File: src/rtl/iatv_pkg.sv
`timescale 1ns / 1ps
`default_nettype none

package iatv_pkg;

   typedef enum logic [1:0] {
      VERDICT_IPV4 = 2'd0,
      VERDICT_IPV6 = 2'd1,
      VERDICT_NONE = 2'd2
   } verdict_type;

   localparam int DOT_W   = 3;
   localparam int COLON_W = 4;
   localparam int LEN_W   = 3;
   localparam int NUM_W   = 10;
   localparam int PROD_W  = 14;

   localparam logic [DOT_W-1:0]   DOT_MAX   = 3'd7;
   localparam logic [COLON_W-1:0] COLON_MAX = 4'd15;
   localparam logic [LEN_W-1:0]   LEN_MAX   = 3'd7;
   localparam logic [NUM_W-1:0]   NUM_MAX   = 10'd1023;

   localparam logic [DOT_W-1:0]   V4_DOTS     = 3'd3;
   localparam logic [COLON_W-1:0] V6_COLONS   = 4'd7;
   localparam logic [LEN_W-1:0]   V4_LEN_MAX  = 3'd3;
   localparam logic [LEN_W-1:0]   V6_LEN_MAX  = 3'd4;
   localparam logic [NUM_W-1:0]   V4_NUM_MAX  = 10'd255;

   localparam logic [7:0] CHAR_0     = 8'h30;
   localparam logic [7:0] CHAR_9     = 8'h39;
   localparam logic [7:0] CHAR_LC_A  = 8'h61;
   localparam logic [7:0] CHAR_LC_F  = 8'h66;
   localparam logic [7:0] CHAR_UC_A  = 8'h41;
   localparam logic [7:0] CHAR_UC_F  = 8'h46;
   localparam logic [7:0] CHAR_DOT   = 8'h2E;
   localparam logic [7:0] CHAR_COLON = 8'h3A;

endpackage : iatv_pkg

`default_nettype wire

File: src/rtl/ip_address_text_validator_unit.sv
`timescale 1ns / 1ps
`default_nettype none

// Address text validator: classify a string as IPv4, IPv6 or neither.
// Input stream (req_): one ASCII character per word in req_tdata, req_tlast
// on the last character of a string. Every character is checked as it
// arrives; fields are judged when a dot, a colon or the end closes them.
// Result stream (rsp_): one word per string, the verdict in rsp_tdata
// (0 IPv4, 1 IPv6, 2 neither), nothing for characters without req_tlast.
// Throughput: one character per cycle while the skid entry is empty. The
// verdict is registered, via the skid entry if the output stalls; the per-character
// update is one shallow pass through the counter and flag registers.
// Stall: a verdict register and one skid entry hold results; characters keep
// flowing while one verdict waits, and req_tready drops only when both
// entries are full. Reset clears all counts, flags and pending verdicts.
// After each last character all per-string state returns to its reset values.
module ip_address_text_validator_unit (
   input  wire logic       clock,
   input  wire logic       reset,
   input  wire logic       req_tvalid,
   output logic            req_tready,
   input  wire logic [7:0] req_tdata,   // [7:0] char_code
   input  wire logic       req_tlast,   // is_final
   output logic            rsp_tvalid,
   input  wire logic       rsp_tready,
   output logic [7:0]      rsp_tdata    // [1:0] verdict, [7:2] zero
);
   import iatv_pkg::*;

   logic [DOT_W-1:0]   dot_count_ff, dot_count_in;
   logic [COLON_W-1:0] colon_count_ff, colon_count_in;
   logic [LEN_W-1:0]   field_length_ff, field_length_in;
   logic [NUM_W-1:0]   field_number_ff, field_number_in;
   logic               starts_zero_ff, starts_zero_in;
   logic               has_letter_ff, has_letter_in;
   logic               bad_char_ff, bad_char_in;
   logic               v4_failed_ff, v4_failed_in;
   logic               v6_failed_ff, v6_failed_in;

   logic               out_valid_ff, out_valid_in;
   verdict_type        out_verdict_ff, out_verdict_in;
   logic               skid_valid_ff, skid_valid_in;
   verdict_type        skid_verdict_ff, skid_verdict_in;

   logic               req_fire;
   logic               push;
   logic               is_digit, is_letter, is_dot, is_colon, is_delim;
   logic [PROD_W-1:0]  num_product;
   logic [3:0]         digit;
   logic [LEN_W-1:0]   post_length;
   logic [NUM_W-1:0]   post_number;
   logic               post_zero, post_letter;
   verdict_type        verdict;

   function automatic logic v4_field_ok(input logic [LEN_W-1:0] len,
                                        input logic [NUM_W-1:0] num,
                                        input logic             zero,
                                        input logic             letter);
      v4_field_ok = (len != '0) && (len <= V4_LEN_MAX) && !letter &&
                    !((len > 3'd1) && zero) && (num <= V4_NUM_MAX);
   endfunction

   function automatic logic v6_field_ok(input logic [LEN_W-1:0] len);
      v6_field_ok = (len != '0) && (len <= V6_LEN_MAX);
   endfunction

   assign req_tready = !skid_valid_ff;
   assign req_fire   = req_tvalid && req_tready;
   assign push       = req_fire && req_tlast;

   assign is_digit  = (req_tdata >= CHAR_0) && (req_tdata <= CHAR_9);
   assign is_letter = ((req_tdata >= CHAR_LC_A) && (req_tdata <= CHAR_LC_F)) ||
                      ((req_tdata >= CHAR_UC_A) && (req_tdata <= CHAR_UC_F));
   assign is_dot    = (req_tdata == CHAR_DOT);
   assign is_colon  = (req_tdata == CHAR_COLON);
   assign is_delim  = is_dot || is_colon;
   assign digit     = 4'(req_tdata - CHAR_0);

   // value * 10 + digit, as two shifts and two adds
   assign num_product = {1'b0, field_number_ff, 3'b000} +
                        {3'b000, field_number_ff, 1'b0} +
                        {10'd0, digit};

   // field contents after this character (a delimiter opens a fresh field)
   always_comb begin
      post_length = field_length_ff;
      post_number = field_number_ff;
      post_zero   = starts_zero_ff;
      post_letter = has_letter_ff;
      if (is_digit || is_letter) begin
         if ((field_length_ff == '0) && (req_tdata == CHAR_0)) begin
            post_zero = 1'b1;
         end
         if (is_letter) begin
            post_letter = 1'b1;
         end else begin
            post_number = (num_product > PROD_W'(NUM_MAX)) ? NUM_MAX
                                                            : num_product[NUM_W-1:0];
         end
         if (field_length_ff < LEN_MAX) begin
            post_length = field_length_ff + 3'd1;
         end
      end else if (is_delim) begin
         post_length = '0;
         post_number = '0;
         post_zero   = 1'b0;
         post_letter = 1'b0;
      end
   end

   always_comb begin
      dot_count_in    = dot_count_ff;
      colon_count_in  = colon_count_ff;
      bad_char_in     = bad_char_ff || !(is_digit || is_letter || is_delim);
      v4_failed_in    = v4_failed_ff;
      v6_failed_in    = v6_failed_ff;
      field_length_in = post_length;
      field_number_in = post_number;
      starts_zero_in  = post_zero;
      has_letter_in   = post_letter;
      if (is_dot && (dot_count_ff < DOT_MAX)) begin
         dot_count_in = dot_count_ff + 3'd1;
      end
      if (is_colon && (colon_count_ff < COLON_MAX)) begin
         colon_count_in = colon_count_ff + 4'd1;
      end
      // close the field that the delimiter ends
      if (is_delim) begin
         v4_failed_in = v4_failed_in ||
            !v4_field_ok(field_length_ff, field_number_ff, starts_zero_ff, has_letter_ff);
         v6_failed_in = v6_failed_in || !v6_field_ok(field_length_ff);
      end
      // close the last field at the end of the string
      if (req_tlast) begin
         v4_failed_in = v4_failed_in ||
            !v4_field_ok(post_length, post_number, post_zero, post_letter);
         v6_failed_in = v6_failed_in || !v6_field_ok(post_length);
      end
   end

   always_comb begin
      verdict = VERDICT_NONE;
      if (!bad_char_in && !((dot_count_in != '0) && (colon_count_in != '0))) begin
         if ((dot_count_in == V4_DOTS) && !v4_failed_in) begin
            verdict = VERDICT_IPV4;
         end else if ((colon_count_in == V6_COLONS) && !v6_failed_in) begin
            verdict = VERDICT_IPV6;
         end
      end
   end

   always_ff @(posedge clock) begin
      if (reset || push) begin
         dot_count_ff    <= '0;
         colon_count_ff  <= '0;
         field_length_ff <= '0;
         field_number_ff <= '0;
         starts_zero_ff  <= 1'b0;
         has_letter_ff   <= 1'b0;
         bad_char_ff     <= 1'b0;
         v4_failed_ff    <= 1'b0;
         v6_failed_ff    <= 1'b0;
      end else if (req_fire) begin
         dot_count_ff    <= dot_count_in;
         colon_count_ff  <= colon_count_in;
         field_length_ff <= field_length_in;
         field_number_ff <= field_number_in;
         starts_zero_ff  <= starts_zero_in;
         has_letter_ff   <= has_letter_in;
         bad_char_ff     <= bad_char_in;
         v4_failed_ff    <= v4_failed_in;
         v6_failed_ff    <= v6_failed_in;
      end
   end

   // verdict register with one skid entry behind it
   always_comb begin
      out_valid_in    = out_valid_ff;
      out_verdict_in  = out_verdict_ff;
      skid_valid_in   = skid_valid_ff;
      skid_verdict_in = skid_verdict_ff;
      if (!out_valid_ff || rsp_tready) begin
         if (skid_valid_ff) begin
            out_valid_in   = 1'b1;
            out_verdict_in = skid_verdict_ff;
            skid_valid_in  = 1'b0;
         end else if (push) begin
            out_valid_in   = 1'b1;
            out_verdict_in = verdict;
         end else begin
            out_valid_in = 1'b0;
         end
      end else if (push) begin
         skid_valid_in   = 1'b1;
         skid_verdict_in = verdict;
      end
   end

   always_ff @(posedge clock) begin
      if (reset) begin
         out_valid_ff  <= 1'b0;
         skid_valid_ff <= 1'b0;
      end else begin
         out_valid_ff  <= out_valid_in;
         skid_valid_ff <= skid_valid_in;
      end
   end

   always_ff @(posedge clock) begin
      out_verdict_ff  <= out_verdict_in;
      skid_verdict_ff <= skid_verdict_in;
   end

   assign rsp_tvalid = out_valid_ff;
   assign rsp_tdata  = {6'd0, out_verdict_ff};

   a_skid_behind_out: assert property (@(posedge clock) disable iff (reset)
      skid_valid_ff |-> out_valid_ff)
      else $error("skid entry held while verdict register empty");

   a_clear_after_last: assert property (@(posedge clock) disable iff (reset)
      push |=> (dot_count_ff == '0) && (colon_count_ff == '0) &&
               (field_length_ff == '0) && !bad_char_ff)
      else $error("string state not cleared after last character");

   a_verdict_code: assert property (@(posedge clock) disable iff (reset)
      out_valid_ff |-> (out_verdict_ff == VERDICT_IPV4 ||
                        out_verdict_ff == VERDICT_IPV6 ||
                        out_verdict_ff == VERDICT_NONE))
      else $error("verdict register holds an unused code");

   a_no_verdict_lost: assert property (@(posedge clock) disable iff (reset)
      (push && out_valid_ff && !rsp_tready) |=> skid_valid_ff)
      else $error("verdict dropped while output stalled");

endmodule : ip_address_text_validator_unit

`default_nettype wire

File: config.mk
export PLATFORM = sky130hd
export DESIGN_NAME = ip_address_text_validator_unit
export DESIGN_NICKNAME = d
export VERILOG_FILES = /design/src/rtl/iatv_pkg.sv /design/src/rtl/ip_address_text_validator_unit.sv
export SDC_FILE = /design/constraint.sdc
export NUM_CORES = 1
export LEC_CHECK = 0
export BUFFER_PORTS_ARGS = -buffer_cell sky130_fd_sc_hd__buf_4
export CAP_MARGIN = 40
export CELL_PAD_IN_SITES_DETAIL_PLACEMENT = 2
export CELL_PAD_IN_SITES_GLOBAL_PLACEMENT = 2
export CORE_UTILIZATION = 40
export DETAILED_ROUTE_END_ITERATION = 6
export PLACE_DENSITY_LB_ADDON = 0.1
export SKIP_CTS_REPAIR_TIMING = 1
export SYNTH_ARGS = -nofsm -noshare
export SYNTH_HDL_FRONTEND = slang
export SYNTH_SLANG_ARGS = --single-unit
File: constraint.sdc
create_clock -name clock -period 5 [get_ports clock]
set_input_delay 0.25 -clock clock [delete_from_list [all_inputs] [get_ports clock]]
set_output_delay 0.25 -clock clock [all_outputs]
set_load 0.01 [all_outputs]
### Word-level counts from Yosys, hierarchy flattened

Cells that the tools add are included.

| storage, ports and cells | value |
|---|---|
| memory bits (writable) | 0 |
| latch bits | 0 |
| logic and storage cells | 128 |
| input port bits | 13 |
| output and inout port bits | 10 |
| bits in registers | 31 |
| memories | 0 |
| memory bits (read-only) | 0 |

| cells by class | value |
|---|---|
| muxes and demuxes | 26 |
| equal/unequal tests | 5 |
| $mul | 0 |
| reductions and logical operators | 59 |
| shift-type cells | 0 |
| add/subtract/negate cells | 6 |
| bitwise logic cells | 1 |
| order comparisons | 18 |
| divide/modulo/power cells | 0 |

Operators with widths:

| operator | count |
|---|---|
| 10-bit 2-to-1 mux | 4 |
| 8-bit by 6-bit equality test with 1-bit output (second input constant) | 3 |
| 1-bit logical AND | 24 |
| 10-bit by 8-bit <= comparator with 1-bit output (second input constant) | 2 |
| 8-bit by 7-bit >= comparator with 1-bit output (second input constant) | 2 |
| 8-bit by 7-bit <= comparator with 1-bit output (second input constant) | 2 |
| 1-bit logical NOT | 15 |
| 13-bit by 11-bit adder with 14-bit output | 1 |
| 14-bit by 4-bit adder with 14-bit output | 1 |
| 14-bit by 10-bit > comparator with 1-bit output (second input constant) | 1 |
| 1-bit 2-to-1 mux | 12 |
| 3-bit 2-to-1 mux | 4 |
| 1-bit logical OR | 11 |
| 2-bit 2-to-1 mux | 5 |
| 3-bit nonzero test | 3 |
| 8-bit by 6-bit >= comparator with 1-bit output (second input constant) | 1 |
| 8-bit by 6-bit <= comparator with 1-bit output (second input constant) | 1 |
| 3-bit by 1-bit adder with 3-bit output (second input constant) | 2 |
| 3-bit by 1-bit > comparator with 1-bit output (second input constant) | 2 |
| 3-bit by 2-bit <= comparator with 1-bit output (second input constant) | 2 |
| 3-bit <= comparator (second input constant) | 2 |
| 3-bit less-than comparator (second input constant) | 2 |
| 4-bit by 1-bit adder with 4-bit output (second input constant) | 1 |
| 4-bit by 3-bit equality test with 1-bit output (second input constant) | 1 |
| other kinds (10) | 11 |

### Logic depth before layout (Yosys ltp)

| depth | value |
|---|---|
| depth in word-level cells | 19 |
| gate-level depth with buffers | 13 |
| depth with buffers taken out | 11 |

### Least setup slack after synthesis

Ideal clock, no wire load.

| timing path | value |
|---|---|
| kind | register to register |
| start | register field_number_ff[0] |
| end | register field_number_ff[3] |
| data required time | 4.879 ns |
| library setup time | 0.121 ns |
| path buffers | 1 |
| slack | 1.944 ns |
| data arrival time | 2.934 ns |
| stages on the path, launching flop included | 11 |
| clock period less this slack | 3.056 ns |
| path through | dfxtp_1 fa_1 fa_1 a211oi_2 nor3_1 or3_1 a22oi_2 o211ai_2 buf_2 o311ai_1 nand2_1 |

| between the ends | value |
|---|---|
| cells in the longest elaborated chain, start to end | 6 |

RTL lines:

| element | RTL line | RTL |
|---|---|---|
| start: declaration | ip_address_text_validator_unit.sv:33 | `logic [NUM_W-1:0] field_number_ff, field_number_in;` |
| start signal: assignment | ip_address_text_validator_unit.sv:167 | `field_number_ff <= field_number_in;` |
| 13-bit by 11-bit adder with 14-bit output (*) | ip_address_text_validator_unit.sv:80 | `assign num_product = {1'b0, field_number_ff, 3'b000} +` |
| 14-bit by 4-bit adder with 14-bit output (*) | ip_address_text_validator_unit.sv:81 | `{3'b000, field_number_ff, 1'b0} +` |
| 14-bit by 10-bit > comparator with 1-bit output | ip_address_text_validator_unit.sv:97 | `post_number = (num_product > PROD_W'(NUM_MAX)) ? NUM_MAX` |
| 10-bit 2-to-1 mux (*) | ip_address_text_validator_unit.sv:97 |  |
| 10-bit 2-to-1 mux (*) | ip_address_text_validator_unit.sv:94 | `if (is_letter) begin` |
| 10-bit 2-to-1 mux (*) | ip_address_text_validator_unit.sv:90 | `if (is_digit \|\| is_letter) begin` |

Mark *: on every way between the ends. The rest lies on a longest branch, timed or not.
A chain may end at the register's enable or synchronous reset.

### Final worst setup path

| timing path | value |
|---|---|
| start | register field_number_ff[2] |
| end | register field_number_ff[7] |

The elaborated chain is that of the path after synthesis.

==> key figures <==
Run status
  – Outcome: complete, but fails checks
  – Failing checks: design-rule violations

STA
  – Unrepaired setup endpoints after global routing: false
  – Final Setup Violations: 0
  – Max_slew headroom: 0.407
  – Slew Viols, Final: 0
  – Period Utilization, post-route: 0.706
  – Hold Fails Final Rpt: 0
  – Worst slew pin tran: 0.889 ns
  – Setup TNS: 0 ns
  – Min Tclk post-route: 3.53 ns
  – Max frequency: 283 MHz
  – Skew final: 0.00630 ns

Power
  – Leakage: 1.29 nW
  – Post-layout power: 0.522 mW
  – PD cells: 178 mW/mm^2
  – Peak VDD IR: 122 uV

Logic synthesis
  – Mean Syn Cell Area: 8.56 sq um
  – Synth warn: 0
  – Mapped Cells: 320
  – Synth Flop Type: dfxtp_1
  – Synthesized cell area: 0.00274 sq mm
  – Async S/R FF share, synth: 0
  – Sequential fraction of the synthesis area: 0.241
  – Area leader, netlist: dfxtp_1
  – Distinct cells, synth: 72
  – Post-synthesis register bit count: 31
  – Area contributors post-synth: dfxtp_1 (20%), ha_1 (12%), edfxtp_1 (4.4%)
  – Number of flops mapped to enable cells by yosys: 4
  – Share of the synthesized area in the top cell type: 0.197

Route
  – Initial drt markers: 117
  – Drt pass-1 iters: 6
  – Antenna-violating nets left: 0
  – Number of vias in the routed layout: 2,533
  – DRC violations left: 1
  – Via/cell ratio: 6.21
  – Routed wire per std cell: 19.8 microns
  – Routed WL: 8090 microns

Floorplanning
  – DIE AREA: 0.00718 sq mm
  – Die X: 84.7 microns
  – I/O Pins: 23
  – Core Box Area: 0.00649 sq mm
  – Die height: 84.7 microns
  – Row Count: 29
  – Initial core utilization: 0.422

GRT
  – Gr busiest metal: met2
  – Initial antenna violation count: 0
  – Met3 GRT Util: 0.0364
  – Gr ovfl total: 0
  – Vias in the first global route: 2,654
  – Met1 usage: 0.339
  – GRT met2 Usage: 0.408
  – Total GRT Usage: 0.245
  – First-pass GRT wire length: 13,800 microns
  – Largest net degree at the start of global routing: 19

Clocking
  – CTS sink cnt: 31
  – Cts bufs inserted: 5
  – H-tree levels: 2
  – Longest Clk Path Bufs: 2
  – CTS Root Cell: clkbuf_8
  – Skew-Pair Late Insertion Delay: 0.29 ns
  – Clock transition at path regs: 0.07 ns
  – TritonCTS clock tree: done

Placement
  – Port Buffer Count: 16
  – DP Cell Count: 400
  – Placed wire-length estimate: 6330 microns
  – Gpl congestion: 0.754

Worst setup path
  – Critical Path RT: 5.14 ns
  – CP most frequent cell: fa_1
  – Slowest Stage Delay on Critical Path: 0.52 ns
  – Worst R2R Start: field_number_ff[2]
  – Crit path capture type: flop
  – Slowest CP cell: fa_1
  – CP startpoint kind: flop
  – Critical path class: reg2reg
  – Critical Path AT: 3.67 ns
  – Cell count of the worst reg-to-reg path: 9
  – Crit Reg-Reg Endpoint: field_number_ff[7]
  – R2r setup slk: 1.47 ns
  – Peak fanout along the critical path: 18
  – Worst-path cell chain: fa_1, fa_1, a211oi_2, nor3_1, or3_1, a22oi_2, o211ai_2, o311ai_0, a21oi_1

Min path
  – Worst Hold Launch: reset
  – Worst hold-check path type: in2reg
  – Worst hold stages: 2
  – Hold endpoint: rsp_tvalid

Final layout
  – Core Util, Final: 0.452
  – Most frequent cells in the layout: ha_1 (27), dfxtp_1 (27), nor2_1 (26), nand2_1 (25), a21oi_1 (23)
  – Number of diodes: 0
  – Final Non-Filler Cells: 408
  – Final net count: 372
  – Area Overhead vs Synth: 7.26%
  – Layout cells sized above 1: 0.118

Flow run
  – Maxcap violations: 0
synthesized netlist by cell type (7+ instances only):
cell type and n:
a21oi_1 23, dfxtp_1 27, ha_1 27, inv_1 10, nand2_1 25, nand3_1 10
nor2_1 26, o21ai_0 18, o311ai_0 7
worst max path at each step:
stage                       startpoint                 end  slack, ns  cells past startpoint
CTS                 field_number_ff[0]  field_number_ff[7]       1.44                      9
global placement          req_tdata[3]  field_number_ff[7]       1.55                     10
finish              field_number_ff[2]  field_number_ff[7]       1.47                      9
detailed placement        req_tdata[3]  field_number_ff[7]       1.41                     10
floorplan           field_number_ff[0]  field_number_ff[3]       1.94                     10
global route        field_number_ff[2]  field_number_ff[4]       1.22                      9
stage by stage:
stage | hold slack (ns) | instance area (sq um) | worst slack [ns]
2_1_floorplan | 0.319 | 2760 | 1.94
3_3_place_gp | 0.440 | 2860 | 1.55
3_5_place_dp | 0.439 | 2860 | 1.41
4_1_cts | 0.134 | 2940 | 1.44
5_1_grt | 0.133 | 2940 | 1.22
6_report | 0.136 | 2940 | 1.47
per-layer routing:
layer | share of wire | up-vias
met1 | 0.50 | 1267
met2 | 0.47 | 31
met4 | 0.0058 | 0
met3 | 0.024 | 5
li1 | - | 1230
met5 | 0 | -
cell families (layout without fill, tap and decap cells):
family,after synthesis,in the layout,share of synthesized area
buffers and inverters,29,35,0.0589
other,1,6,0.00137
xor gates and xnor gates,8,8,0.0256
adders and majority gates,29,29,0.138
DFF,31,31,0.241
and+or+nand+nor,108,108,0.222
muxes,3,3,0.0110
AOI/OAI and AO/OA,111,111,0.302
flip-flops by register name, indices dropped and copies added (netlist names), 2 cells and up:
register         count
field_number_ff     10
out_verdict_ff       2
dot_count_ff         3
field_length_ff      3
skid_verdict_ff      2
colon_count_ff       4
power by group:
part | total (mW) | switching (mW) | internal [mW]
clock | 0.193 | 0.0977 | 0.0949
sequential | 0.259 | 0.00324 | 0.255
combinational | 0.0703 | 0.0451 | 0.0252
total | 0.522 | 0.146 | 0.376
worst max-delay path: cells and delay by family, from the launching register on:
family          cells  cell delay [ns]
compound gates      5             1.49
fa+ha+maj           2             1.01
simple gates        2             0.48
flops               1             0.39
cell type report:
cell class | instances | area [sq um]
Clock buffer | 6 | 72.6
Clock inverter | 2 | 7.51
Fill cell | 745 | 3560
Inverter | 10 | 37.5
Multi-Input combinational cell | 265 | 1940
Sequential cell | 31 | 661
Tap cell | 77 | 96.3
Timing Repair Buffer | 17 | 128
Power figures use the tool's default switching activity.
